[src/rtl/usb_audio_rate_lock_tracker_unit_macros.svh]
// assertion macros for the rate lock tracker
// no dependencies
`ifndef USB_AUDIO_RATE_LOCK_TRACKER_UNIT_MACROS_SVH
`define USB_AUDIO_RATE_LOCK_TRACKER_UNIT_MACROS_SVH
// implication checked every clock outside reset
`define UART_ASSERT_IMP(label, clk, rst_n, a, c, msg) \
	label: assert property (@(posedge clk) disable iff (!rst_n) (a) |-> (c)) else $error(msg);
// implication whose consequent is checked at the next clock
`define UART_ASSERT_NEXT(label, clk, rst_n, a, c, msg) \
	label: assert property (@(posedge clk) disable iff (!rst_n) (a) |=> (c)) else $error(msg);
`endif

[src/rtl/uarlt_pkg.sv]
// shared constants, types and functions for the rate lock tracker
// no dependencies
package uarlt_pkg;
	localparam int RATE_TABLE_ENTRIES = 14;
	localparam int RIDX_W = $clog2(RATE_TABLE_ENTRIES);
	localparam logic [19:0] RATE_SAT = 20'hFFFFF;
	localparam logic [31:0] ACCUM_RESET = 32'd739875226;
	localparam logic [19:0] US_PER_S = 20'd1000000;

	localparam logic [2:0] REG_RELOCK_GAP = 3'd0;
	localparam logic [2:0] REG_TIMEOUT = 3'd1;
	localparam logic [2:0] REG_HOLDOFF = 3'd2;
	localparam logic [2:0] REG_MIN_PACKETS = 3'd3;
	localparam logic [2:0] REG_MIN_WINDOW = 3'd4;
	localparam logic [2:0] REG_FIFO_TARGET = 3'd5;
	localparam logic [2:0] REG_FB_SHIFT = 3'd6;

	// standard rates, ascending
	function automatic logic [18:0] rate_entry(input logic [RIDX_W-1:0] i);
		case (i)
			4'd0: rate_entry = 19'd8000;
			4'd1: rate_entry = 19'd11025;
			4'd2: rate_entry = 19'd12000;
			4'd3: rate_entry = 19'd16000;
			4'd4: rate_entry = 19'd22050;
			4'd5: rate_entry = 19'd24000;
			4'd6: rate_entry = 19'd32000;
			4'd7: rate_entry = 19'd44100;
			4'd8: rate_entry = 19'd48000;
			4'd9: rate_entry = 19'd88200;
			4'd10: rate_entry = 19'd96000;
			4'd11: rate_entry = 19'd176400;
			4'd12: rate_entry = 19'd192000;
			default: rate_entry = 19'd384000;
		endcase
	endfunction

	// divider control
	typedef struct packed {
		logic start;
		logic [51:0] num;
		logic [31:0] den;
	} div_req_t;

	typedef struct packed {
		logic done;
		logic [51:0] quo;
	} div_rsp_t;
endpackage

[src/rtl/uarlt_divider.sv]
// restoring divider, one quotient bit per cycle
// depends on uarlt_pkg
module uarlt_divider (
	input  logic clk,
	input  logic arst_n,
	input  uarlt_pkg::div_req_t req,
	output uarlt_pkg::div_rsp_t rsp
);
	import uarlt_pkg::*;

	logic [51:0] quo_q;
	logic [32:0] rem_q;
	logic [31:0] den_q;
	logic [5:0] cnt_q;
	logic busy_q;
	logic [33:0] trial;

	// shifted remainder can reach 33 bits, so the borrow sits in bit 33
	assign trial = {1'b0, rem_q[31:0], quo_q[51]} - {2'b00, den_q};

	// shift-subtract iteration
	always_ff @(posedge clk or negedge arst_n) begin
		if (!arst_n) begin
			busy_q <= 1'b0;
			cnt_q <= '0;
		end else if (req.start) begin
			busy_q <= 1'b1;
			cnt_q <= 6'd52;
		end else if (busy_q) begin
			cnt_q <= cnt_q - 6'd1;
			if (cnt_q == 6'd1) busy_q <= 1'b0;
		end
	end

	always_ff @(posedge clk) begin
		if (req.start) begin
			quo_q <= req.num;
			rem_q <= '0;
			den_q <= req.den;
		end else if (busy_q) begin
			if (!trial[33]) begin
				rem_q <= trial[32:0];
				quo_q <= {quo_q[50:0], 1'b1};
			end else begin
				rem_q <= {rem_q[31:0], quo_q[51]};
				quo_q <= {quo_q[50:0], 1'b0};
			end
		end
	end

	assign rsp.done = busy_q && (cnt_q == 6'd1);
	assign rsp.quo = (!trial[33]) ? {quo_q[50:0], 1'b1} : {quo_q[50:0], 1'b0};
endmodule

[src/rtl/usb_audio_rate_lock_tracker_unit.sv]
// rate lock tracker top level: control sequencer, state, snap scan
// depends on uarlt_pkg, uarlt_divider and the assertion macros
// the result is valid in the cycle after accept when no rate is computed; a rate computation
// adds a multiply state, the serial divide and a table scan before the result
// the serial divider (one quotient bit a cycle) sets the rate; one item at a time
// reset: asynchronous active low; registers return to defaults, rate 44100, no lock
`include "usb_audio_rate_lock_tracker_unit_macros.svh"
module usb_audio_rate_lock_tracker_unit (
	input  logic clk,
	input  logic arst_n,
	input  logic in_valid,
	output logic in_ready,
	input  logic action,
	input  logic [31:0] now_us,
	input  logic [7:0] frame_count,
	input  logic stream_active,
	input  logic [7:0] fifo_fill,
	output logic out_valid,
	input  logic out_ready,
	output logic [19:0] meas_rate,
	output logic [18:0] standard_rate,
	output logic rate_locked,
	output logic lock_pending,
	output logic rate_stable,
	output logic holdoff_active,
	output logic [31:0] feedback_word,
	input  logic cfg_valid,
	output logic cfg_ready,
	input  logic [2:0] cfg_index,
	input  logic [31:0] cfg_data
);
	import uarlt_pkg::*;

	localparam logic [2:0] ST_IDLE = 3'd0;
	localparam logic [2:0] ST_MUL = 3'd1;
	localparam logic [2:0] ST_DIV = 3'd2;
	localparam logic [2:0] ST_SNAP = 3'd3;
	localparam logic [2:0] ST_OUT = 3'd4;

	logic [2:0] state_q;
	logic [23:0] relock_gap_q, timeout_q, holdoff_cfg_q;
	logic [7:0] min_packets_q, fifo_target_q;
	logic [19:0] min_window_q;
	logic [4:0] fb_shift_q;

	logic prev_active_q, pending_q, locked_q, relock_q, seen_q, last_valid_q, armed_q;
	logic [15:0] packets_q;
	logic [31:0] window_start_q, frames_q, last_time_q, holdoff_until_q;
	logic [19:0] rate_meas_q;
	logic [18:0] rate_std_q;
	logic [31:0] accum_q;
	logic [31:0] now_q, elapsed_q;
	logic active_q;
	logic [RIDX_W-1:0] idx_q;

	div_req_t dreq;
	div_rsp_t drsp;

	uarlt_divider u_div (.clk(clk), .arst_n(arst_n), .req(dreq), .rsp(drsp));

	assign in_ready = (state_q == ST_IDLE);
	assign cfg_ready = (state_q == ST_IDLE);
	assign out_valid = (state_q == ST_OUT);

	// next-state logic for one item, computed combinationally at accept
	logic n_prev, n_pend, n_lock, n_rel, n_seen, n_lv, n_arm, n_div;
	logic [15:0] n_pk;
	logic [31:0] n_ws, n_fr, n_lt, n_hu, n_acc, n_el, d, gap, sum;
	logic [32:0] fsum;
	always_comb begin
		n_prev = prev_active_q; n_pend = pending_q; n_lock = locked_q; n_rel = relock_q;
		n_seen = seen_q; n_lv = last_valid_q; n_arm = armed_q; n_pk = packets_q;
		n_ws = window_start_q; n_fr = frames_q; n_lt = last_time_q; n_hu = holdoff_until_q;
		n_acc = accum_q; n_div = 1'b0; n_el = now_us - window_start_q;
		d = '0; fsum = '0; sum = '0;
		gap = now_us - last_time_q;
		if (!action) begin
			n_seen = 1'b1;
			if (stream_active) begin
				if (last_valid_q && gap > {8'd0, relock_gap_q}) begin
					n_rel = 1'b1; n_lock = 1'b0;
				end
				if (!pending_q && !n_lock) begin
					n_pend = 1'b1; n_lock = 1'b0; n_pk = '0; n_fr = '0; n_ws = now_us;
					n_lt = now_us; n_lv = 1'b1; n_hu = now_us + {8'd0, holdoff_cfg_q};
					n_arm = 1'b1;
				end
				if (n_pend) begin
					if (!n_lv || (now_us - n_lt) > {8'd0, timeout_q}) begin
						n_lock = 1'b0; n_pk = '0; n_fr = '0; n_ws = now_us;
						n_hu = now_us + {8'd0, holdoff_cfg_q}; n_arm = 1'b1;
					end
					if (n_pk != 16'hFFFF) n_pk = n_pk + 16'd1;
					fsum = {1'b0, n_fr} + {25'd0, frame_count};
					n_fr = fsum[32] ? 32'hFFFFFFFF : fsum[31:0];
					n_el = now_us - n_ws;
					if (!(n_pk < {8'd0, min_packets_q} || n_el < {12'd0, min_window_q}
						|| n_el == '0))
						n_div = 1'b1;
				end
			end
			n_lt = now_us; n_lv = 1'b1;
		end else begin
			if (stream_active != prev_active_q) begin
				n_prev = stream_active; n_seen = 1'b0;
				if (!stream_active) begin
					n_pend = 1'b0; n_lock = 1'b0; n_rel = 1'b0; n_pk = '0; n_ws = '0;
					n_fr = '0; n_lt = '0; n_lv = 1'b0;
				end else begin
					n_pend = 1'b1; n_lock = 1'b0; n_pk = '0; n_fr = '0; n_ws = now_us;
					n_lt = now_us; n_lv = 1'b1; n_hu = now_us + {8'd0, holdoff_cfg_q};
					n_arm = 1'b1;
				end
			end
			if (n_rel && stream_active) begin
				n_rel = 1'b0; n_seen = 1'b0;
				n_pend = 1'b1; n_lock = 1'b0; n_pk = '0; n_fr = '0; n_ws = now_us;
				n_lt = now_us; n_lv = 1'b1; n_hu = now_us + {8'd0, holdoff_cfg_q};
				n_arm = 1'b1;
			end
			d = n_hu - now_us;
			sum = accum_q + {24'd0, fifo_target_q} - {24'd0, fifo_fill};
			if (n_seen && !(n_arm && d != '0 && !d[31])) n_acc = sum;
			n_seen = 1'b0;
		end
	end

	// configuration registers
	always_ff @(posedge clk or negedge arst_n) begin
		if (!arst_n) begin
			relock_gap_q <= 24'd20000; timeout_q <= 24'd1000000;
			holdoff_cfg_q <= 24'd1000000; min_packets_q <= 8'd8;
			min_window_q <= 20'd3000; fifo_target_q <= 8'd8; fb_shift_q <= 5'd10;
		end else if (cfg_valid && cfg_ready) begin
			case (cfg_index)
				REG_RELOCK_GAP: relock_gap_q <= cfg_data[23:0];
				REG_TIMEOUT: timeout_q <= cfg_data[23:0];
				REG_HOLDOFF: holdoff_cfg_q <= cfg_data[23:0];
				REG_MIN_PACKETS: min_packets_q <= cfg_data[7:0];
				REG_MIN_WINDOW: min_window_q <= cfg_data[19:0];
				REG_FIFO_TARGET: fifo_target_q <= cfg_data[7:0];
				REG_FB_SHIFT: fb_shift_q <= cfg_data[4:0];
				default: ;
			endcase
		end
	end

	// snap scan compare against current entry
	logic [19:0] ent, prv;
	logic [20:0] dlo, dhi;
	assign ent = {1'b0, rate_entry(idx_q)};
	assign prv = {1'b0, rate_entry(idx_q - RIDX_W'(1))};
	assign dlo = {1'b0, rate_meas_q} - {1'b0, prv};
	assign dhi = {1'b0, ent} - {1'b0, rate_meas_q};

	// product formed from the registered frame total in the multiply cycle
	assign dreq.start = (state_q == ST_MUL);
	assign dreq.num = {20'd0, frames_q} * {32'd0, US_PER_S};
	assign dreq.den = elapsed_q;

	// sequencer and tracker state
	always_ff @(posedge clk or negedge arst_n) begin
		if (!arst_n) begin
			state_q <= ST_IDLE;
			prev_active_q <= 1'b0; pending_q <= 1'b0; locked_q <= 1'b0; relock_q <= 1'b0;
			seen_q <= 1'b0; last_valid_q <= 1'b0; armed_q <= 1'b0;
			packets_q <= '0; window_start_q <= '0; frames_q <= '0; last_time_q <= '0;
			holdoff_until_q <= '0; rate_meas_q <= 20'd44100; rate_std_q <= 19'd44100;
			accum_q <= ACCUM_RESET; idx_q <= '0;
		end else begin
			case (state_q)
				ST_IDLE: if (in_valid) begin
					prev_active_q <= n_prev; pending_q <= n_pend; locked_q <= n_lock;
					relock_q <= n_rel; seen_q <= n_seen; last_valid_q <= n_lv;
					armed_q <= n_arm; packets_q <= n_pk; window_start_q <= n_ws;
					frames_q <= n_fr; last_time_q <= n_lt; holdoff_until_q <= n_hu;
					accum_q <= n_acc;
					state_q <= n_div ? ST_MUL : ST_OUT;
				end
				ST_MUL: state_q <= ST_DIV;
				ST_DIV: if (drsp.done) begin
					rate_meas_q <= (drsp.quo > 52'(RATE_SAT)) ? RATE_SAT : drsp.quo[19:0];
					idx_q <= RIDX_W'(1);
					state_q <= ST_SNAP;
				end
				ST_SNAP: begin
					if (rate_meas_q <= {1'b0, rate_entry('0)}) begin
						rate_std_q <= rate_entry('0);
						pending_q <= 1'b0; locked_q <= 1'b1; state_q <= ST_OUT;
					end else if (ent >= rate_meas_q) begin
						rate_std_q <= (dlo < dhi) ? prv[18:0] : ent[18:0];
						pending_q <= 1'b0; locked_q <= 1'b1; state_q <= ST_OUT;
					end else if (idx_q == RIDX_W'(RATE_TABLE_ENTRIES - 1)) begin
						rate_std_q <= rate_entry(RIDX_W'(RATE_TABLE_ENTRIES - 1));
						pending_q <= 1'b0; locked_q <= 1'b1; state_q <= ST_OUT;
					end else idx_q <= idx_q + RIDX_W'(1);
				end
				ST_OUT: if (out_ready) state_q <= ST_IDLE;
				default: state_q <= ST_IDLE;
			endcase
		end
	end

	// transaction snapshot
	always_ff @(posedge clk) begin
		if (state_q == ST_IDLE && in_valid) begin
			now_q <= now_us; active_q <= stream_active; elapsed_q <= n_el;
		end
	end

	logic [31:0] od, hd;
	assign od = now_q - last_time_q;
	assign hd = holdoff_until_q - now_q;
	assign meas_rate = rate_meas_q;
	assign standard_rate = rate_std_q;
	assign rate_locked = locked_q;
	assign lock_pending = pending_q;
	assign rate_stable = active_q && locked_q && last_valid_q && (od < {8'd0, timeout_q});
	assign holdoff_active = armed_q && hd != '0 && !hd[31];
	assign feedback_word = accum_q >> fb_shift_q;

	`UART_ASSERT_IMP(a_lock_excl, clk, arst_n, out_valid, !(rate_locked && lock_pending),
		"locked and pending together")
	`UART_ASSERT_NEXT(a_out_hold, clk, arst_n, out_valid && !out_ready, out_valid,
		"result dropped before taken")
	`UART_ASSERT_IMP(a_ready_idle, clk, arst_n, in_ready, !out_valid,
		"ready while result held")
	`UART_ASSERT_IMP(a_std_range, clk, arst_n, out_valid,
		standard_rate >= 19'd8000 && standard_rate <= 19'd384000,
		"standard rate out of range")
endmodule

[config.mk]
export PLATFORM = sky130hd
export DESIGN_NAME = usb_audio_rate_lock_tracker_unit
export DESIGN_NICKNAME = d
export VERILOG_FILES = /design/src/rtl/uarlt_pkg.sv /design/src/rtl/uarlt_divider.sv /design/src/rtl/usb_audio_rate_lock_tracker_unit.sv
export VERILOG_INCLUDE_DIRS = /design/src /design/src/rtl
export SDC_FILE = /design/constraint.sdc
export NUM_CORES = 2
export LEC_CHECK = 0
export ABC_CLOCK_PERIOD_IN_PS = 31400
export BUFFER_PORTS_ARGS = -buffer_cell sky130_fd_sc_hd__buf_4
export CAP_MARGIN = 0
export CORE_MARGIN = 2
export CORE_UTILIZATION = 40
export DETAILED_ROUTE_END_ITERATION = 10
export MAX_ROUTING_LAYER = met4
export PLACE_DENSITY = 0.62
export SLEW_MARGIN = 20
export SYNTH_ARGS = -nofsm -noshare
export SYNTH_HDL_FRONTEND = slang
export SYNTH_SLANG_ARGS = --single-unit
[constraint.sdc]
create_clock -name clk -period 31.4 [get_ports clk]
set_clock_uncertainty 0.15 [all_clocks]
set_input_delay 3.14 -clock clk [delete_from_list [all_inputs] [get_ports clk]]
set_output_delay 3.14 -clock clk [all_outputs]
set_load 0.01 [all_outputs]
**Word level (Yosys, flattened, before mapping)**

Memories as Yosys holds them, arrays and structs flattened.
Cells that the tools add are included.

- Reductions and logical operators: 53
- Multipliers: 1
- Shifts and indexed selects: 1
- Eq/ne operators: 24
- Add/sub/neg operators: 18
- Order comparisons: 9
- Mux-type cells: 135

Operator list:

| kind | number |
|---|---|
| two-way mux 32 bit | 39 |
| two-way mux 16 bit | 14 |
| subtractor 32 bit | 7 |
| two-way mux 52 bit | 2 |
| two-way mux 19 bit | 4 |
| greater-than comparator 32 x 24 -> 1 bit | 2 |
| nonzero test 32 bit | 2 |
| two-way mux 1 bit | 58 |
| greater-than comparator 52 x 20 -> 1 bit, second input constant | 1 |
| multiplier 32 x 14 -> 46 bit, second input constant | 1 |
| subtractor 33 x 32 -> 34 bit | 1 |
| adder 32 x 8 -> 33 bit | 1 |
| adder 32 x 24 -> 32 bit | 1 |
| adder 32 x 8 -> 32 bit | 1 |
| zero test 32 bit | 1 |
| less-than comparator 32 x 20 -> 1 bit | 1 |
| less-than comparator 32 x 24 -> 1 bit | 1 |
| right shift 32 x 5 -> 32 bit | 1 |
| subtractor 32 x 8 -> 32 bit | 1 |
| less-than comparator 21 bit | 1 |
| two-way mux 3 bit | 7 |
| subtractor 19 x 20 -> 21 bit | 1 |
| subtractor 20 x 19 -> 21 bit | 1 |
| >= comparator 19 x 20 -> 1 bit | 1 |
| 35 further kinds | 91 |

- Bits in registers: 530
- Word-level logic and storage cells: 276
- Memories: 2
- ROM bits: 608

Memories:

| memory | words | bits a word | rd ports | clocked after Yosys merged registers in | write ports | RTL line | RTL |
|---|---|---|---|---|---|---|---|
| (name not given) | 16 | 19 | 1 | 0 | 0 | uarlt_pkg.sv:20 | `case (i)` |
| (name not given) | 16 | 19 | 1 | 0 | 0 | uarlt_pkg.sv:20 |  |

**Longest topological paths before layout**

- Depth in word-level cells: 33
- Gate-level depth with buffers: 76
- Gate-level depth less buffers: 71

**Hierarchy**

A second synthesis with hierarchy kept.

- Cell total of the unflattened synthesis: 6308
- Area, all modules: 54028.1 sq um

Modules (own cells, without submodules):

| module | sequential area each (sq um) | area an instance (sq um) | cells an instance | instances |
|---|---|---|---|---|
| usb_audio_rate_lock_tracker_unit | 10580.1 | 46912.5 | 5632 | 1 |
| uarlt_divider | 3338.2 | 7115.6 | 676 | 1 |

**Least setup slack after synthesis**

OpenSTA, ideal clock, no wires.

- Path type: input port to flip-flop
- Start: in now_us[0]
- End: reg state_q[2]
- Required time: 31.178 ns
- Path slack: 14.373 ns
- Data arrival time: 16.805 ns
- Cell stages on the path: 63
- Buffers on the path: 5
- Library setup time: 0.072 ns
- Path through: inv_1 > ha_1 > inv_1 > fa_1 > a211oi_1 > o21ai_1 > a221oi_2 > o21ai_0 > xor2_1 > ha_1 > o21ai_0 > nor2_1 > or3_1 > a211o_1 > a31oi_1 > o2bb2ai_1 > and4bb_1 > nand4_1 > (+27 left out) > o21ai_0 > ha_1 > inv_1 > fa_1 > a21o_1 > a21oi_2 > xnor2_1 > or4_1 > or4_1 > or4_1 > nor4_2 > or4b_1 > or4b_1 > a2111o_1 > or4_1 > o31ai_2 > a31o_1 > a221o_1

- Longest elaborated chain between the ends: 33
- Elaborated cells on any way between the ends: 50
- Classes of those cells: add/sub (4); order compare (4); eq/ne (1); mux (33); reduce/logical (8)

RTL lines:

| item | RTL line | RTL |
|---|---|---|
| from (decl) | usb_audio_rate_lock_tracker_unit.sv:14 | `input logic [31:0] now_us,` |
| subtractor 32 bit | usb_audio_rate_lock_tracker_unit.sv:76 | `gap = now_us - last_time_q;` |
| greater-than comparator 32 x 24 -> 1 bit | usb_audio_rate_lock_tracker_unit.sv:80 | `if (last_valid_q && gap > {8'd0, relock_gap_q}) begin` |
| logical AND 1 bit | usb_audio_rate_lock_tracker_unit.sv:80 |  |
| two-way mux 1 bit | usb_audio_rate_lock_tracker_unit.sv:80 |  |
| two-way mux 1 bit | usb_audio_rate_lock_tracker_unit.sv:79 | `if (stream_active) begin` |
| two-way mux 1 bit | usb_audio_rate_lock_tracker_unit.sv:77 | `if (!action) begin` |
| zero test 1 bit | usb_audio_rate_lock_tracker_unit.sv:83 | `if (!pending_q && !n_lock) begin` |
| logical AND 1 bit | usb_audio_rate_lock_tracker_unit.sv:83 |  |
| (+17 left out) | - |  |
| logical OR 1 bit | usb_audio_rate_lock_tracker_unit.sv:98 | `\|\| n_el == '0))` |
| two-way mux 1 bit | usb_audio_rate_lock_tracker_unit.sv:97 | `if (!(n_pk < {8'd0, min_packets_q} \|\| n_el < {12'd0, min_window_q}` |
| two-way mux 1 bit (*) | usb_audio_rate_lock_tracker_unit.sv:88 | `if (n_pend) begin` |
| two-way mux 1 bit (*) | usb_audio_rate_lock_tracker_unit.sv:79 |  |
| two-way mux 1 bit (*) | usb_audio_rate_lock_tracker_unit.sv:77 |  |
| two-way mux 3 bit (*) | usb_audio_rate_lock_tracker_unit.sv:178 | `state_q <= n_div ? ST_MUL : ST_OUT;` |
| two-way mux 3 bit (*) | usb_audio_rate_lock_tracker_unit.sv:172 | `ST_IDLE: if (in_valid) begin` |
| one-hot mux 3 bit (5 select lines) (*) | usb_audio_rate_lock_tracker_unit.sv:171 | `case (state_q)` |
| to (signal assigned) | usb_audio_rate_lock_tracker_unit.sv:178 |  |
| to (decl) | usb_audio_rate_lock_tracker_unit.sv:40 | `logic [2:0] state_q;` |

Mark *: on every way between the ends. The rest lies on a longest branch, timed or not. The select of a mux whose other input is x is not followed.
A chain may end at the register's enable or synchronous reset.

**Worst setup path in the final report**

Ends and elaborated chain as after synthesis.

==> impl.org <==
** Status
- Status :: completed

** Synth
- In the synthesized netlist the async set-or-reset flop fraction comes to 65.8%.
- ha_1 takes more of the synthesized area than any other cell.
- A synthesized cell averages 8.60 um^2.
- Cell variety after synth :: 94
- Proportion of netlist area held by the largest area contributor :: 15.5%
- Warning count from the yosys run :: 0
- Top FF cell, synth :: dfrtp_1
- Post-synth EDFFs :: 143
- In this run, synthesis produced a sequential element count of 530.
- For this run, the register share of the synthesized area comes to 26.9%.
- The cell area that synthesis handed to floorplanning was 51500 um^2.
- Number of standard cells after synthesis :: 5990
- Nets in the synthesized netlist :: 6872
- By area the synthesized netlist is led by ha_1 15%, dfrtp_1 14%, edfxtp_1 8.3%, fa_1 6.0%, o21ai_0 5.2%.

** Global routing
- Entering global routing, the biggest net connects 159 pins.
- Global-route track usage on met2 :: 35.6%
- Global-route met3 utilization :: 2.55%
- Grt ovf :: 0
- Total routing resource utilization after global routing :: 22.3%
- GRT met1 Usage :: 29.4%
- Most used routing layer in global routing :: met2
- Initial antenna violation count :: 9
- Global-route wire length before repair :: 229000 um
- Vias in the first global route :: 42400

** Floorplanning
- Die span in y :: 363 um
- Die Area :: 132000 um^2
- 168 I/O pins were placed.
- The floorplan has 131 rows.
- Once the floorplan was initialized, standard cells occupied 40.3% of the core.
- Core area :: 128000 um^2
- Die width :: 363 um

** Routing
- For this run, design rule violations remaining after detail routing come to 0.
- Total vias in the final route :: 43800
- In this run the remaining antenna-violating nets after routing total 0.
- Average detailed-routed wire length per instance :: 18.6 um
- Sum of routed wire length over all layers :: 145000 um
- Initial drt markers :: 3049
- Number of detailed-routing iterations run before antenna repair :: 8
- Dividing the detail-routed via count by the number of cells gives 5.62.

** Cells and area
- Fill cells :: 12400
- Summing all flip-flop and latch instances after layout gives 13900 um^2.
- Multi-input logic area :: 34900 um^2
- Post-synthesis to final-layout area growth :: 10.5%
- The post-route netlist has 9.27% of its cells at a drive strength greater than 1.
- The final layout contains 6951 nets.

** Flow run
- Max-cap violations in this run came to 0.

** Worst setup path
- By startpoint and endpoint, the worst setup path is classified as input pin to flop.
- Startpoint of the worst register-to-register path :: last_time_q[1]
- STA classifies the critical path endpoint as a flop.
- The setup check on the worst reg-to-reg path leaves a slack of 14.00 ns.
- The cell that appears most often on the critical path is ha_1.
- CP max FO :: 63
- The worst setup path is launched from an input pin.
- The number of cells on the worst reg-to-reg path is 67.
- Critical Path AT :: 20.40 ns
- Among all stages on the critical path, the largest delay is contributed by or4_1.
- At the worst endpoint, the required time is 31.86 ns.
- Gate family responsible for the most delay along the worst path :: compound AO/OA/AOI/OAI gates
- Worst path buffer plus inverter count :: 6
- Longest individual stage delay on the worst path :: 0.68 ns
- In this run the critical register-to-register path is captured at state_q[2].

** Timing
- The count of endpoints failing hold in the final timing report was 0.
- Setup violations remaining at the end of the flow were counted as 0.
- For the pin with the worst max-slew slack, the measured transition is 1.07 ns.
- After routing, the total negative slack on setup checks comes to 0 ns.
- Unrepaired setup endpoints after global routing :: false
- Part of the cycle the worst path needs :: 63.5%
- Derived from the worst setup path, the maximum achievable clock frequency is 0.0501 GHz.
- The worst pin sits at a relative slew slack of 27.9%.
- The total count of max-transition violations in the final report is 0.
- Tmin final :: 19.94 ns

** Placement
- Input/output buffers :: 159
- GP Congestion :: 0.968
- Summed over all nets, the half-perimeter wirelength after detailed placement is 112000 um.

** Hold path
- The tightest min-delay check is of the flop to flop type.
- Counting instances, the worst hold path has a depth of 0.
- The worst hold path begins at elapsed_q[14].
- The worst hold path terminates at u_div.den_q[14].

** Clock tree
- Quantity of hold-fixing buffers added after cts :: 0
- Latest clock arrival within the worst-skew pair :: 0.69 ns
- CTS placed an instance of clkbuf_16 at the clock tree root.
- Post-CTS Repair Setup Buffers :: 0
- Clock tree synthesis inserted a total of 69 buffers.
- Max H-tree Level :: 3
- After clock tree synthesis, the clock-pin slew on the worst setup and hold paths is 0.06 ns.
- Longest Clk Path Bufs :: 3
- TritonCTS clock tree :: yes
- Once the clock tree was built, the resizer swapped 0 gates to a different size.
- CTS sink cnt :: 530

** Power and ir drop
- For this design the ratio of total power to cell area is 73.3 nW/um^2.
- Pleak :: 26.4 nW
- Worst vdd rail ir drop :: 0.0427 mV
- Total power of the final layout :: 4.17 mW
[synth_stat cells, drive strengths merged, types with 66 or more instances]
master  instances
o21ai         547
mux2i          74
a21oi         459
nor2b          66
edfxtp        143
nand2b         85
mux2          120
nor3           97
nand2         516
nand3         151
xor2          108
dfrtp         293
nor2          452
inv           568
clkbuf        181
ha            637
fa            155
a21o          127
xnor2         210
o21a           74
[power breakdown]
group	internal (mW)	switching [mW]
combinational	0.988	1.32
clock	0.506	0.348
sequential	0.880	0.132
[layout by cell type (no fill, tap or decap), types with 21 or more instances in the layout]
master,instances
or3_1,34
mux2_2,120
o21a_1,74
dfstp_2,56
and2_1,39
o21ai_0,536
a211oi_1,55
edfxtp_1,143
o22ai_1,22
nor3_1,94
nor2b_1,66
o211ai_1,36
o21bai_1,38
fa_1,155
dfrtp_1,292
nor2_1,449
clkbuf_16,70
nand2_1,515
mux2i_1,74
nand3_1,151
a21oi_1,456
a31oi_1,54
a22o_1,56
nand4_1,40
inv_1,564
o31ai_1,35
dfxtp_1,38
xnor2_1,209
xor2_1,108
a21o_1,127
buf_4,197
ha_1,637
o22a_1,22
a21boi_0,30
and3_1,51
nor4_1,31
nand3b_1,21
nand2b_1,84
[worst reg2reg max path, delay by kind of cell (launching register included)]
family	cells	cell delay (ns)
XOR/XNOR	3	0.47
buffers and inverters	4	1.34
AO/OA/AOI/OAI	34	7.44
flip-flops	1	0.40
AND/OR/NAND/NOR	20	5.78
adder cells (fa/ha/maj)	6	1.75
[state kept, by name (all words and copies together), names as in the netlist, 20 cells and up]
signal	count
u_div.quo_q	52
accum_q	32
elapsed_q	32
frames_q	32
holdoff_until_q	32
last_time_q	32
now_q	32
u_div.den_q	32
u_div.rem_q	32
window_start_q	32
holdoff_cfg_q	24
relock_gap_q	24
timeout_q	24
meas_rate	20
min_window_q	20
[per-stage QoR]
stage          instances  instance area (um^2)  hold WS (ns)  util [%]  setup slack (ns)
2_1_floorplan       5990                 51500         0.250         -             14.37
3_3_place_gp        7660                 54500         0.251      42.7             10.98
3_5_place_dp        7660                 54500         0.255      42.7             10.87
4_1_cts             7788                 56900         0.246      44.6             11.55
5_1_grt             7791                 56900         0.269      44.6             10.51
6_report            7791                 56900         0.255      44.6             11.46
[logic make-up after synthesis]
family          after synthesis  share of synthesized area (%)
buf+inv                     761                           5.56
mux                         208                           4.68
fa+ha+maj                   792                           21.5
compound gates             1713                           20.6
xor+xnor                    318                           5.42
flops                       530                           26.9
simple gates               1668                           15.3
[layer usage]
layer,part of all wire [%],vias up
met3,4.6,222
met2,46,1046
met1,46,21000
li1,-,21600
met5,0,-
met4,3.5,0
[how the worst max path moves through the flow]
stage | start | to | slack [ns] | cells after the start
finish | now_us[0] | state_q[2] | 11.46 | 60
global route | now_us[0] | state_q[2] | 10.51 | 62
CTS | now_us[0] | state_q[2] | 11.55 | 62
detailed placement | now_us[0] | state_q[2] | 10.87 | 60
global placement | now_us[0] | state_q[2] | 10.98 | 61
floorplan | now_us[0] | state_q[2] | 14.37 | 63
[final cells by class]
type	count	area share [%]
clock buffer	86	3.31
inverter	570	3.76
clock inverter	42	0.934
antenna	3	0.0132
tap	1662	3.65
sequential	530	24.4
timing repair buffer	199	2.66
multi-input combinational	4699	61.3
Power figures use the tool's default switching activity.
